`config.mk`:
```
export PLATFORM = sky130hd
export DESIGN_NAME = lli_div_cell
export DESIGN_NICKNAME = d
export VERILOG_FILES = /design/src/lli_pkg.sv /design/src/lli_div_cell.sv
export SDC_FILE = /design/constraint.sdc
export NUM_CORES = 1
export LEC_CHECK = 0
export CORE_AREA = 4 4 317 319
export DETAILED_ROUTE_END_ITERATION = 12
export DIE_AREA = 0 0 321 323
export DONT_BUFFER_PORTS = 1
export PLACE_DENSITY = 0.35
export SYNTH_ARGS = -nofsm -noshare
export SYNTH_HDL_FRONTEND = slang
export SYNTH_SLANG_ARGS = --single-unit
```
`constraint.sdc`:
```
create_clock -name clk -period 3.35 [get_ports clk]
set_input_delay 0.1675 -clock clk [delete_from_list [all_inputs] [get_ports clk]]
set_output_delay 0.1675 -clock clk [all_outputs]
set_load 0.01 [all_outputs]
```
`src/lli_pkg.sv`:
```
`timescale 1ns / 1ps
package lli_pkg;

  // default coordinate width (signed fixed point word)
  localparam int unsigned COORD_BITS_DEF = 32;
  // width of the parallel threshold register
  localparam int unsigned THR_BITS = 63;

  // sideband that travels with each word down the pipeline
  typedef struct packed {
    logic vld;    // stage holds a live word
    logic par;    // lines parallel or coincident
    logic neg_x;  // x offset is negative
    logic neg_y;  // y offset is negative
  } lli_ctrl_t;

endpackage

```
`src/lli_div_cell.sv`:
```
`timescale 1ns / 1ps
module lli_div_cell #(
  parameter int unsigned COORD_BITS = lli_pkg::COORD_BITS_DEF,
  parameter int unsigned SHIFT      = 0
) (
  input  logic                         clk,
  input  logic                         rst_n,
  input  logic                         en,
  input  lli_pkg::lli_ctrl_t           ctrl_i,
  input  logic signed [COORD_BITS-1:0] base_x_i,
  input  logic signed [COORD_BITS-1:0] base_y_i,
  input  logic [2*COORD_BITS+2:0]      d2_i,
  input  logic [3*COORD_BITS+3:0]      rem_x_i,
  input  logic [3*COORD_BITS+3:0]      rem_y_i,
  input  logic [COORD_BITS+1:0]        q_x_i,
  input  logic [COORD_BITS+1:0]        q_y_i,
  output lli_pkg::lli_ctrl_t           ctrl_o,
  output logic signed [COORD_BITS-1:0] base_x_o,
  output logic signed [COORD_BITS-1:0] base_y_o,
  output logic [2*COORD_BITS+2:0]      d2_o,
  output logic [3*COORD_BITS+3:0]      rem_x_o,
  output logic [3*COORD_BITS+3:0]      rem_y_o,
  output logic [COORD_BITS+1:0]        q_x_o,
  output logic [COORD_BITS+1:0]        q_y_o
);
  import lli_pkg::*;

  localparam int unsigned NW = 3 * COORD_BITS + 4;
  localparam int unsigned QW = COORD_BITS + 2;

  logic [NW-1:0] dsh;
  logic [NW:0]   trial_x, trial_y;

  // one restoring step: subtract the shifted divisor where it fits
  assign dsh     = NW'(d2_i) << SHIFT;
  assign trial_x = {1'b0, rem_x_i} - {1'b0, dsh};
  assign trial_y = {1'b0, rem_y_i} - {1'b0, dsh};

  always_ff @(posedge clk) begin
    if (!rst_n) begin
      ctrl_o <= '0;
    end else if (en) begin
      ctrl_o <= ctrl_i;
    end
  end

  always_ff @(posedge clk) begin
    if (en) begin
      base_x_o <= base_x_i;
      base_y_o <= base_y_i;
      d2_o     <= d2_i;
      rem_x_o  <= trial_x[NW] ? rem_x_i : trial_x[NW-1:0];
      rem_y_o  <= trial_y[NW] ? rem_y_i : trial_y[NW-1:0];
      q_x_o    <= {q_x_i[QW-2:0], ~trial_x[NW]};
      q_y_o    <= {q_y_i[QW-2:0], ~trial_y[NW]};
    end
  end

endmodule

```
Word-level counts from Yosys, hierarchy flattened

Index checks and enable logic that the tools add are counted.

Output and inout port bits: 403
Flip-flop bits (word level): 403
Logic and storage cells: 17
Bits of input ports: 406

$add $sub $neg: 2
Multiplexer cells: 2
Bitwise gates (word level): 2

Operators by type and width:

| cell               | count |
|---|---|
| $sub A100 B67 Y101 | 2 |
| $mux W100          | 2 |
| $not A1 Y1         | 2 |

Logic depth before layout (Yosys ltp)

Gate-level depths: netlist of run 1.

Depth after elaboration: 2
Mapped depth: 16
Mapped depth without buffers: 14

Worst setup path after synthesis of run 1

Ideal clock, no wire load.

Path type: input to register
Start point: in rem_y_i[0]
End point: reg rem_y_o[83], data pin
Setup slack: 128 ps
Setup time: 258 ps
Data arrival time: 2964 ps
Path buffers: 0
Data required time: 3092 ps
Cell stages on the path: 13
Path through: inv_1 > ha_1 > fa_1 > nand2b_1 > a21oi_1 > o21ai_0 > a311oi_1 > o2111ai_1 > o21ai_1 > o21ai_2 > a211oi_2 > or4b_1 > xnor2_1

Word-level cells in the longest chain between the ends: 2

Ends and longest elaborated chain:

| element              | RTL line           | source |
|---|---|---|
| from (decl)          | lli_div_cell.sv:14 | `input logic [3*COORD_BITS+3:0] rem_y_i,` |
| $sub A100 B67 Y101   | lli_div_cell.sv:37 | `assign trial_y = {1'b0, rem_y_i} - {1'b0, dsh};` |
| $mux W100            | lli_div_cell.sv:53 | `rem_y_o <= trial_y[NW] ? rem_y_i : trial_y[NW-1:0];` |
| to (signal assigned) | lli_div_cell.sv:53 |  |
| to (decl)            | lli_div_cell.sv:22 | `output logic [3*COORD_BITS+3:0] rem_y_o,` |

No other way between the ends.
A chain may end at the register's enable or synchronous reset.

Worst setup path after layout of run 1

Start point: in rem_y_i[81]
End point: reg rem_y_o[0], data pin

Same word-level chain as after synthesis.

==> reports/qor.txt, run 1 <==
initial core utilization: 24.4%
largest family of logic cells by synthesized area: compound AO/OA/AOI/OAI gates
layout cells sized above 1: 17.5%
Mapped Cells: 2,288
RR Startpoint: ctrl_o[1]$_SDFFE_PN0P_
I/O pin count: 809
antenna viol nets, final: 0
DIE HEIGHT: 323 um
CP max-delay cell: dlygate4sd3_1
Synth Area in Compound Gates: 16.3%
Clk pin slew, worst setup/hold paths: 60 ps
Post-Synth XOR/XNOR Area: 7.01%
Area Overhead vs Synth: 42.9%
gpl congestion: 0.859
internal reg-to-reg setup slack: 2100 ps
critical path startpoint: rem_y_i[81]
crit-path max FO: 38
yosys warns: 0
CTS tree: built
Final min period: 3210 ps
placed cell count: 3,927
Most used DFF post-synth: edfxtp_1
Die Width: 321 um
area share of fa/ha/maj cells after synthesis: 7.20%
Inserted Clock Buffers: 48
CTS max path bufs: 3
simple-gate share of the synthesized area: 14.7%
Hold Path End: d2_o[0]$_DFFE_PP_
most common cell after layout, fill and taps aside: buf_4
synthesized area: 23,900 sq um
core area: 97,800 sq um
CP most frequent cell: or3_1
unrepaired setup endpoints after global routing: false
skew final: 0 ps
largest net degree at the start of global routing: 404
Clock Sinks: 403
R2R cell count: 3
WHS Path Cells: 0
clock latency at the later pin of the worst-skew pair: 620 ps
Avg Cell Area, Syn: 10.4 sq um
Max rail drop VDD: 0.329 mV
full die area: 104,000 sq um
endpoints failing setup: 0
antenna violations before repair: 10
reg2reg end: ctrl_o[1]$_SDFFE_PN0P_
worst slew pin tran: 3100 ps
initial drt markers: 1,239
post-CTS setup buffer count: 0
Worst EP required: 3730 ps
kind of critical path: in -> reg
Synth cell types: 89
nets: 3,632
global-route wire length before repair: 161,000 um
most frequent cells in the layout: buf_4 (424), dlygate4sd3_1 (400), edfxtp_1 (399), a21oi_1 (281), nor2_1 (232)
Hold Fails Final Rpt: 20
slowest cell delay on critical path: 610 ps
HP Class: in -> reg
critical path capture point type: flop
max cap viols: 0
vias in the first global route: 22.3k
Pleak: 0.0134 uW
period utilization: 95.9%
P per Cell Area: 464 nW/um^2
# fillers: 10.1k
router iterations before antenna repair: 6
f_max: 311 MHz
H-tree levels: 2
Post-synth EDFFs: 399
syn_nets: 2,830
Rel. slew slack: -106%
via/cell ratio: 4.83
Tot GR Track Use: 21.4%
Root Buffer: clkbuf_16
register area share after synthesis: 50.6%
final WL: 116,000 um
vias post-DR: 21.4k
row count: 115
Remaining Overflow, GRT: 0
outcome: finished, violations left
post-layout util: 34.9%
DRC viols: 0
critical path launch point type: primary input
final hold slack: -366 ps
worst-path cell chain: dlygate4sd3_1 > or4_1 > or3_1 > or3_1 > or2_4 > nor4_4 > inv_2 > nor2_4 > nand2_4 > buf_12 > buf_4 > nor2_1 > a21oi_1
Slew Limit Fails: 289
Routed WL per cell: 26.2 um
count of port buffers added during placement: 0
Post-DP HPWL: 89,400 um
cts hold-fix bufs: 400
mux share of post-synthesis cell area: 0.902%
WP data arrival: 3590 ps
ys async rst share: 0%
violated checks: negative hold slack, max-slew violations
final cell count without fillers: 4,429
Synth Register Bits: 403
worst hold start: d2_i[0]
Setup TNS: 0 ps
cell type report:
type                            instances  area (sq um)  area share, %
Antenna cell                           20          50.0          0.147
Clock buffer                           57          1260           3.68
Clock inverter                         25           305          0.895
Inverter                              107           404           1.19
Multi-Input combinational cell       1697         11000           32.4
Sequential cell                       403         12100           35.4
Tap cell                             1287          1610           4.72
Timing Repair Buffer                  833          7370           21.6
flip-flops by register name, summed over array words and instances (netlist names):
name,flops
rem_y_o,100
ctrl_o,4
q_y_o,34
base_y_o,32
rem_x_o,100
q_x_o,34
d2_o,67
base_x_o,32
critical path, delay by kind of cell:
kind	cells	cell delay, ps
AND/OR/NAND/NOR	8	2190
AO/OA/AOI/OAI	1	50
buffers and inverters	4	1090
repair_timing:
action / in CTS / in global routing
pin swaps: 0 / 0
endpoints found under the setup margin: 2 / 12
hold endpoints to repair: 800 / 239
gates cloned: 0 / 0
gates resized for setup: 2 / 7
logic make-up after synthesis:
logic type      count (synthesis)
xor+xnor                      191
fa+ha+maj                     136
flops                         403
mux                            16
simple gates                  718
compound gates                636
buf+inv                       188
Yosys cell counts (7+ instances only):
master     instances  area share [%]
edfxtp_1         399              50
mux2_4            11            0.69
nand2b_1          17            0.45
a21o_1            54             1.7
o2111ai_1          8            0.29
a21oi_1          283             5.9
and2_1            12            0.31
ha_1             134             7.0
clkbuf_1          62            0.98
o21bai_1          38             1.2
or2_2              9            0.24
nand4_1           51             1.3
nor2_1           232             3.7
nor3_1            52             1.1
nand3_1           41            0.86
a211oi_1          11            0.35
and3_1            21            0.55
o21a_1            19            0.60
a221oi_1           7            0.26
o31ai_1            8            0.25
xor2_1            72             2.6
nand2_1          168             2.6
inv_1            105             1.7
nor4_1            16            0.42
buf_6             10            0.47
nor2b_1           20            0.52
a21boi_0          10            0.31
o21ai_0          105             2.2
or3_1             28            0.73
o211ai_1          19            0.60
a31oi_1           11            0.29
xnor2_1          119             4.4
or4_1              7            0.22
per-layer routing:
| metal | global-route usage (%) | share of wire [%] |
|---|---|---|
| met3 | 7.11 | 8.3 |
| met1 | 24.9 | 40 |
| met4 | 6.55 | 2.9 |
| met2 | 37.3 | 49 |
| met5 | 0 | 0 |
stage by stage:
stage	area [sq um]	setup WS, ps	power [uW]
5_1_grt	34100	14.0	16600
6_report	34100	136	15800
2_1_floorplan	23900	128	8430
4_1_cts	34000	111	16000
3_5_place_dp	28400	-662	10000
3_3_place_gp	28400	-649	10000
power breakdown:
group	internal [uW]	total, uW	leakage [uW]	switching [uW]
logic	1670	3370	0.00873	1700
registers	6290	7000	0.00394	710
clock network	3190	5450	0.000762	2250
how the worst max path moves through the flow:
| stage | to | slack (ps) | depth (start not counted) |
|---|---|---|---|
| 2_1_floorplan | rem_y_o[83]$_DFFE_PP_ | 130 | 13 |
| 4_1_cts | rem_y_o[95]$_DFFE_PP_ | 110 | 15 |
| 6_report | rem_y_o[0]$_DFFE_PP_ | 140 | 13 |
| 5_1_grt | rem_y_o[57]$_DFFE_PP_ | 10 | 16 |
| 3_5_place_dp | rem_x_o[22]$_DFFE_PP_ | -660 | 13 |
| 3_3_place_gp | rem_x_o[22]$_DFFE_PP_ | -650 | 13 |
Note: power is estimated with default switching activity, not from simulation.
==> run 2: changes to the inputs <==
--- a/config.mk
+++ b/config.mk
@@ -5,11 +5,13 @@
 export SDC_FILE = /design/constraint.sdc
 export NUM_CORES = 1
 export LEC_CHECK = 0
-export CORE_AREA = 4 4 317 319
+export CELL_PAD_IN_SITES_DETAIL_PLACEMENT = 1
+export CELL_PAD_IN_SITES_GLOBAL_PLACEMENT = 1
+export CORE_AREA = 2 2 316 318
 export DETAILED_ROUTE_END_ITERATION = 12
-export DIE_AREA = 0 0 321 323
+export DIE_AREA = 0 0 318 320
 export DONT_BUFFER_PORTS = 1
-export PLACE_DENSITY = 0.35
+export PLACE_DENSITY = 0.44
 export SYNTH_ARGS = -nofsm -noshare
 export SYNTH_HDL_FRONTEND = slang
 export SYNTH_SLANG_ARGS = --single-unit
==> reports/qor.txt, run 2 (same netlist as run 1, synthesis figures left out) <==
outcome: finished, violations left
violated checks: negative hold slack
Rel. slew slack: 28.3%
Clk pin slew, worst setup/hold paths: 60 ps
Final min period: 3160 ps
final setup margin: 189 ps
Tot GR Track Use: 22.8%
Inserted Clock Buffers: 50
cts hold-fix bufs: 401
kind of critical path: in -> reg
internal reg-to-reg setup slack: 2030 ps
dpl ws: -614 ps
Area Overhead vs Synth: 42.8%
Multi-input gate area: 11,100 sq um
most frequent cells in the layout: buf_4 (405), dlygate4sd3_1 (401), edfxtp_1 (399), a21oi_1 (283), nor2_1 (232)
DIE HEIGHT: 320 um
nets: 3,615
WHS Path Cells: 0
reg2reg end: ctrl_o[1]$_SDFFE_PN0P_
final WL: 119,000 um
global-route wire length before repair: 170,000 um
Remaining Overflow, GRT: 0
row count: 115
crit-path max FO: 6
# fillers: 11.0k
Clock Sinks: 403
Pwr Total: 16,200 uW
Worst setup endpoint: rem_y_o[95]$_DFFE_PP_
CTS max path bufs: 3
clock latency at the later pin of the worst-skew pair: 640 ps
Max rail drop VDD: 0.357 mV
most common cell after layout, fill and taps aside: buf_4
H-tree levels: 2
gpl congestion: 0.878
Hold Fails Final Rpt: 129
initial core utilization: 24.3%
HP Class: in -> reg
antenna violations before repair: 4
# diodes: 0
endpoints failing setup: 0
Post-DP HPWL: 93,700 um
final hold slack: -375 ps
P per Cell Area: 475 nW/um^2
RR Startpoint: ctrl_o[1]$_SDFFE_PN0P_
WP data arrival: 3600 ps
antenna viol nets, final: 0
R2R cell count: 3
worst slew pin tran: 1080 ps
unrepaired setup endpoints after global routing: false
storage element area: 12,100 sq um
period utilization: 94.4%
Die Width: 318 um
Pleak: 0.0134 uW
I/O pin count: 809
f_max: 316 MHz
critical path startpoint: rem_y_i[0]
Slew Limit Fails: 0
via/cell ratio: 4.88
skew final: 0 ps
count of port buffers added during placement: 0
placed cell count: 3,907
Routed WL per cell: 27.1 um
max cap viols: 0
initial drt markers: 1,188
critical path launch point type: primary input
top flop regs: rem_x_o x100, rem_y_o x100, d2_o x67
final cell count without fillers: 4,401
largest net degree at the start of global routing: 404
full die area: 102,000 sq um
router iterations before antenna repair: 5
DRC viols: 0
layout cells sized above 1: 17.2%
CTS tree: built
post-layout util: 34.8%
vias post-DR: 21.5k
Root Buffer: clkbuf_16
critical path capture point type: flop
Worst EP required: 3790 ps
core area: 98,000 sq um
vias in the first global route: 23.5k
## run 2: changes by cell type in the layout (fill, tap and decap cells not counted), sizes merged
cell and delta:
buf -20, diode -20, inv +6, clkbuf +5, clkinv -5, clkinvlp +5, dlygate4sd3 +1
## run 2: final cells by class
cell class	count	share of cell area (%)
Sequential cell	403	35.4
Timing Repair Buffer	814	21.2
Multi-Input combinational cell	1697	32.4
Inverter	107	1.19
Clock inverter	31	1.22
Clock buffer	62	3.83
Tap cell	1287	4.73
## run 2: critical path, cell delays in order
cell and delay (ps):
inv_1 20, ha_1 200, fa_1 410, nand2b_1 190
a21oi_1 140, buf_4 150, o21ai_1 110, a311oi_1 280
buf_4 170, o2111ai_1 110, buf_4 200, o21ai_1 140
buf_4 170, o21ai_2 100, a211oi_4 300, buf_4 200
nor3b_1 240, xor2_1 300
## run 2: metrics by stage
step | hold WS (ps) | cell area [sq um] | setup TNS (ps)
final | -375 | 34100 | 0
after CTS | -420 | 34000 | 0
after global routing | -421 | 34100 | 0
after global placement | 266 | 28300 | -45510
after detailed placement | 266 | 28300 | -49770
after floorplan | 266 | 23900 | 0
## run 2: repair_timing
| item | CTS | global route |
|---|---|---|
| endpoints found under the setup margin | 0 | 10 |
| resized for setup | 0 | 8 |
| endpoints found under the hold margin | 800 | 245 |
| buffers inserted | 0 | 0 |
## run 2: metal layers
metal	vias up	part of all wire [%]	global-route usage, %
met3	107	5.5	5.41
met5	-	0.026	0
met1	10700	39	25.2
met2	602	53	43.1
li1	10100	-	-
met4	4	2.6	6.20
## run 2: how the worst min path moves through the flow
| stage | startpoint | to | slack (ps) |
|---|---|---|---|
| 5_1_grt | d2_i[0] | d2_o[0]$_DFFE_PP_ | -420 |
| 3_3_place_gp | q_y_i[22] | q_y_o[23]$_DFFE_PP_ | 270 |
| 2_1_floorplan | base_x_i[0] | base_x_o[0]$_DFFE_PP_ | 270 |
| 3_5_place_dp | q_x_i[1] | q_x_o[2]$_DFFE_PP_ | 270 |
| 4_1_cts | d2_i[0] | d2_o[0]$_DFFE_PP_ | -420 |
| 6_report | d2_i[0] | d2_o[0]$_DFFE_PP_ | -370 |
## run 2: report_power, final
part / switching (uW) / leakage (uW) / internal [uW] / total, uW
clock: 2420 / 0.000817 / 3360 / 5780
sequential: 699 / 0.00394 / 6280 / 6980
combinational: 1750 / 0.00864 / 1670 / 3430
==> run 3: changes to the inputs <==
--- a/config.mk
+++ b/config.mk
@@ -11,7 +11,7 @@
 export DETAILED_ROUTE_END_ITERATION = 12
 export DIE_AREA = 0 0 318 320
 export DONT_BUFFER_PORTS = 1
-export PLACE_DENSITY = 0.44
+export PLACE_DENSITY = 0.49
 export SYNTH_ARGS = -nofsm -noshare
 export SYNTH_HDL_FRONTEND = slang
 export SYNTH_SLANG_ARGS = --single-unit
==> reports/qor.txt, run 3 (same netlist as run 1, synthesis figures left out) <==
f_max: 303 MHz
CTS tree: built
via/cell ratio: 4.92
Clock Sinks: 403
sw frac: 30.4%
nets: 3,688
worst slew pin tran: 933 ps
Final min period: 3300 ps
DIE HEIGHT: 320 um
Post-DP HPWL: 97,000 um
design area: 34,700 sq um
clock latency at the later pin of the worst-skew pair: 640 ps
CTS max path bufs: 3
WP data arrival: 3710 ps
placed cell count: 3,975
clock share of power: 36.2%
internal power: 11,500 uW
row count: 115
Slew Limit Fails: 0
Root Buffer: clkbuf_16
DRC viols: 0
final setup margin: 46.4 ps
Sequential Power Share: 42.3%
count of port buffers added during placement: 0
router iterations before antenna repair: 4
Pleak: 0.0138 uW
Hold Fails Final Rpt: 93
full die area: 102,000 sq um
vias post-DR: 22.0k
Area Overhead vs Synth: 45.6%
largest net degree at the start of global routing: 404
antenna viol nets, final: 0
top flop regs: rem_x_o x100, rem_y_o x100, d2_o x67
final hold slack: -380 ps
most frequent cells in the layout: buf_4 (473), dlygate4sd3_1 (402), edfxtp_1 (399), a21oi_1 (280), nor2_1 (231)
Max rail drop VDD: 0.386 mV
Clk pin slew, worst setup/hold paths: 70 ps
HP Class: in -> reg
final cell count without fillers: 4,479
H-tree levels: 2
vias in the first global route: 23.9k
critical path capture point type: flop
antenna violations before repair: 9
cts hold-fix bufs: 405
layout cells sized above 1: 19.5%
gpl congestion: 0.892
Remaining Overflow, GRT: 0
Inserted Clock Buffers: 50
Die Width: 318 um
most common cell after layout, fill and taps aside: buf_4
P per Cell Area: 476 nW/um^2
max cap viols: 0
critical path launch point type: primary input
combinational power share: 21.5%
initial drt markers: 1,060
Worst EP required: 3750 ps
core area: 98,000 sq um
I/O pin count: 809
kind of critical path: in -> reg
Placement Cell Area: 28,800 sq um
Routed WL per cell: 27.8 um
Tot GR Track Use: 23.6%
final WL: 124,000 um
skew final: 0 ps
Rel. slew slack: 37.8%
post-layout util: 35.5%
dpl ws: -646 ps
Psw: 5030 uW
period utilization: 98.6%
global-route wire length before repair: 175,000 um
crit-path max FO: 9
violated checks: negative hold slack
outcome: finished, violations left
endpoints failing setup: 0
initial core utilization: 24.3%
## run 3: changes by cell type in the layout (fill, tap and decap cells not counted), sizes merged
cell and change:
clkinvlp -2, diode +6, clkinv +5, dlygate4sd3 +1, buf +69, bufinv +2
clkbuf -6, dlymetal6s4s +3
## run 3: final cells by class
type                       count  area [sq um]
clock buffer                  56          1270
multi-input combinational   1697         11100
fill                       11000         63200
clock inverter                36           503
sequential                   403         12100
inverter                     107           404
antenna                        6          15.0
tap                         1287          1610
timing repair buffer         887          7760
## run 3: final timing paths
kind         slack (ps)                    from                     end  cells after the start
max                  50             rem_x_i[84]   rem_x_o[78]$_DFFE_PP_                     13
min                -380                 d2_i[1]       d2_o[1]$_DFFE_PP_                      0
max reg2reg        2070  ctrl_o[3]$_SDFFE_PN0P_  ctrl_o[3]$_SDFFE_PN0P_                      3
min reg2reg        1140  ctrl_o[0]$_SDFFE_PN0P_  ctrl_o[0]$_SDFFE_PN0P_                      3
## run 3: repair_timing
item,4_1_cts,5_1_grt
endpoints found under the setup margin,0,80
gates resized for setup,0,31
endpoints found under the hold margin,800,321
setup buffers,0,1
## run 3: stage by stage
stage	power, uW	hold slack (ps)	setup TNS [ps]
6_report	16500	-380	0
4_1_cts	16700	-435	0
3_3_place_gp	10200	266	-78030
2_1_floorplan	8430	266	0
3_5_place_dp	10200	266	-74810
5_1_grt	17200	-420	-65.1
## run 3: worst max-delay path: stages
cell           delay (ps)
dlygate4sd3_1         650
or3_1                 360
or3_4                 390
nor3_4                200
nand4_1               170
or3_4                 450
nor3_4                210
buf_6                 160
a21oi_1                70
buf_4                 170
nand3_1                90
xnor2_1                60
dlygate4sd3_1         540
## run 3: power by group through the flow
stage	logic, uW	clock network (uW)	registers [uW]
3_5_place_dp	3080	0	7110
3_3_place_gp	3050	0	7110
4_1_cts	3570	6120	7010
5_1_grt	3880	6310	7020
6_report	3560	5980	6990
2_1_floorplan	1650	0	6780
## run 3: per-layer routing
| metal | wire length [um] | global-route usage [%] | vias up |
|---|---|---|---|
| li1 | - | - | 10200 |
| met1 | 47200 | 25.5 | 11000 |
| met2 | 67000 | 45.5 | 621 |
| met3 | 6260 | 5.11 | 148 |
| met4 | 3930 | 7.23 | 6 |
| met5 | 47 | 0 | - |
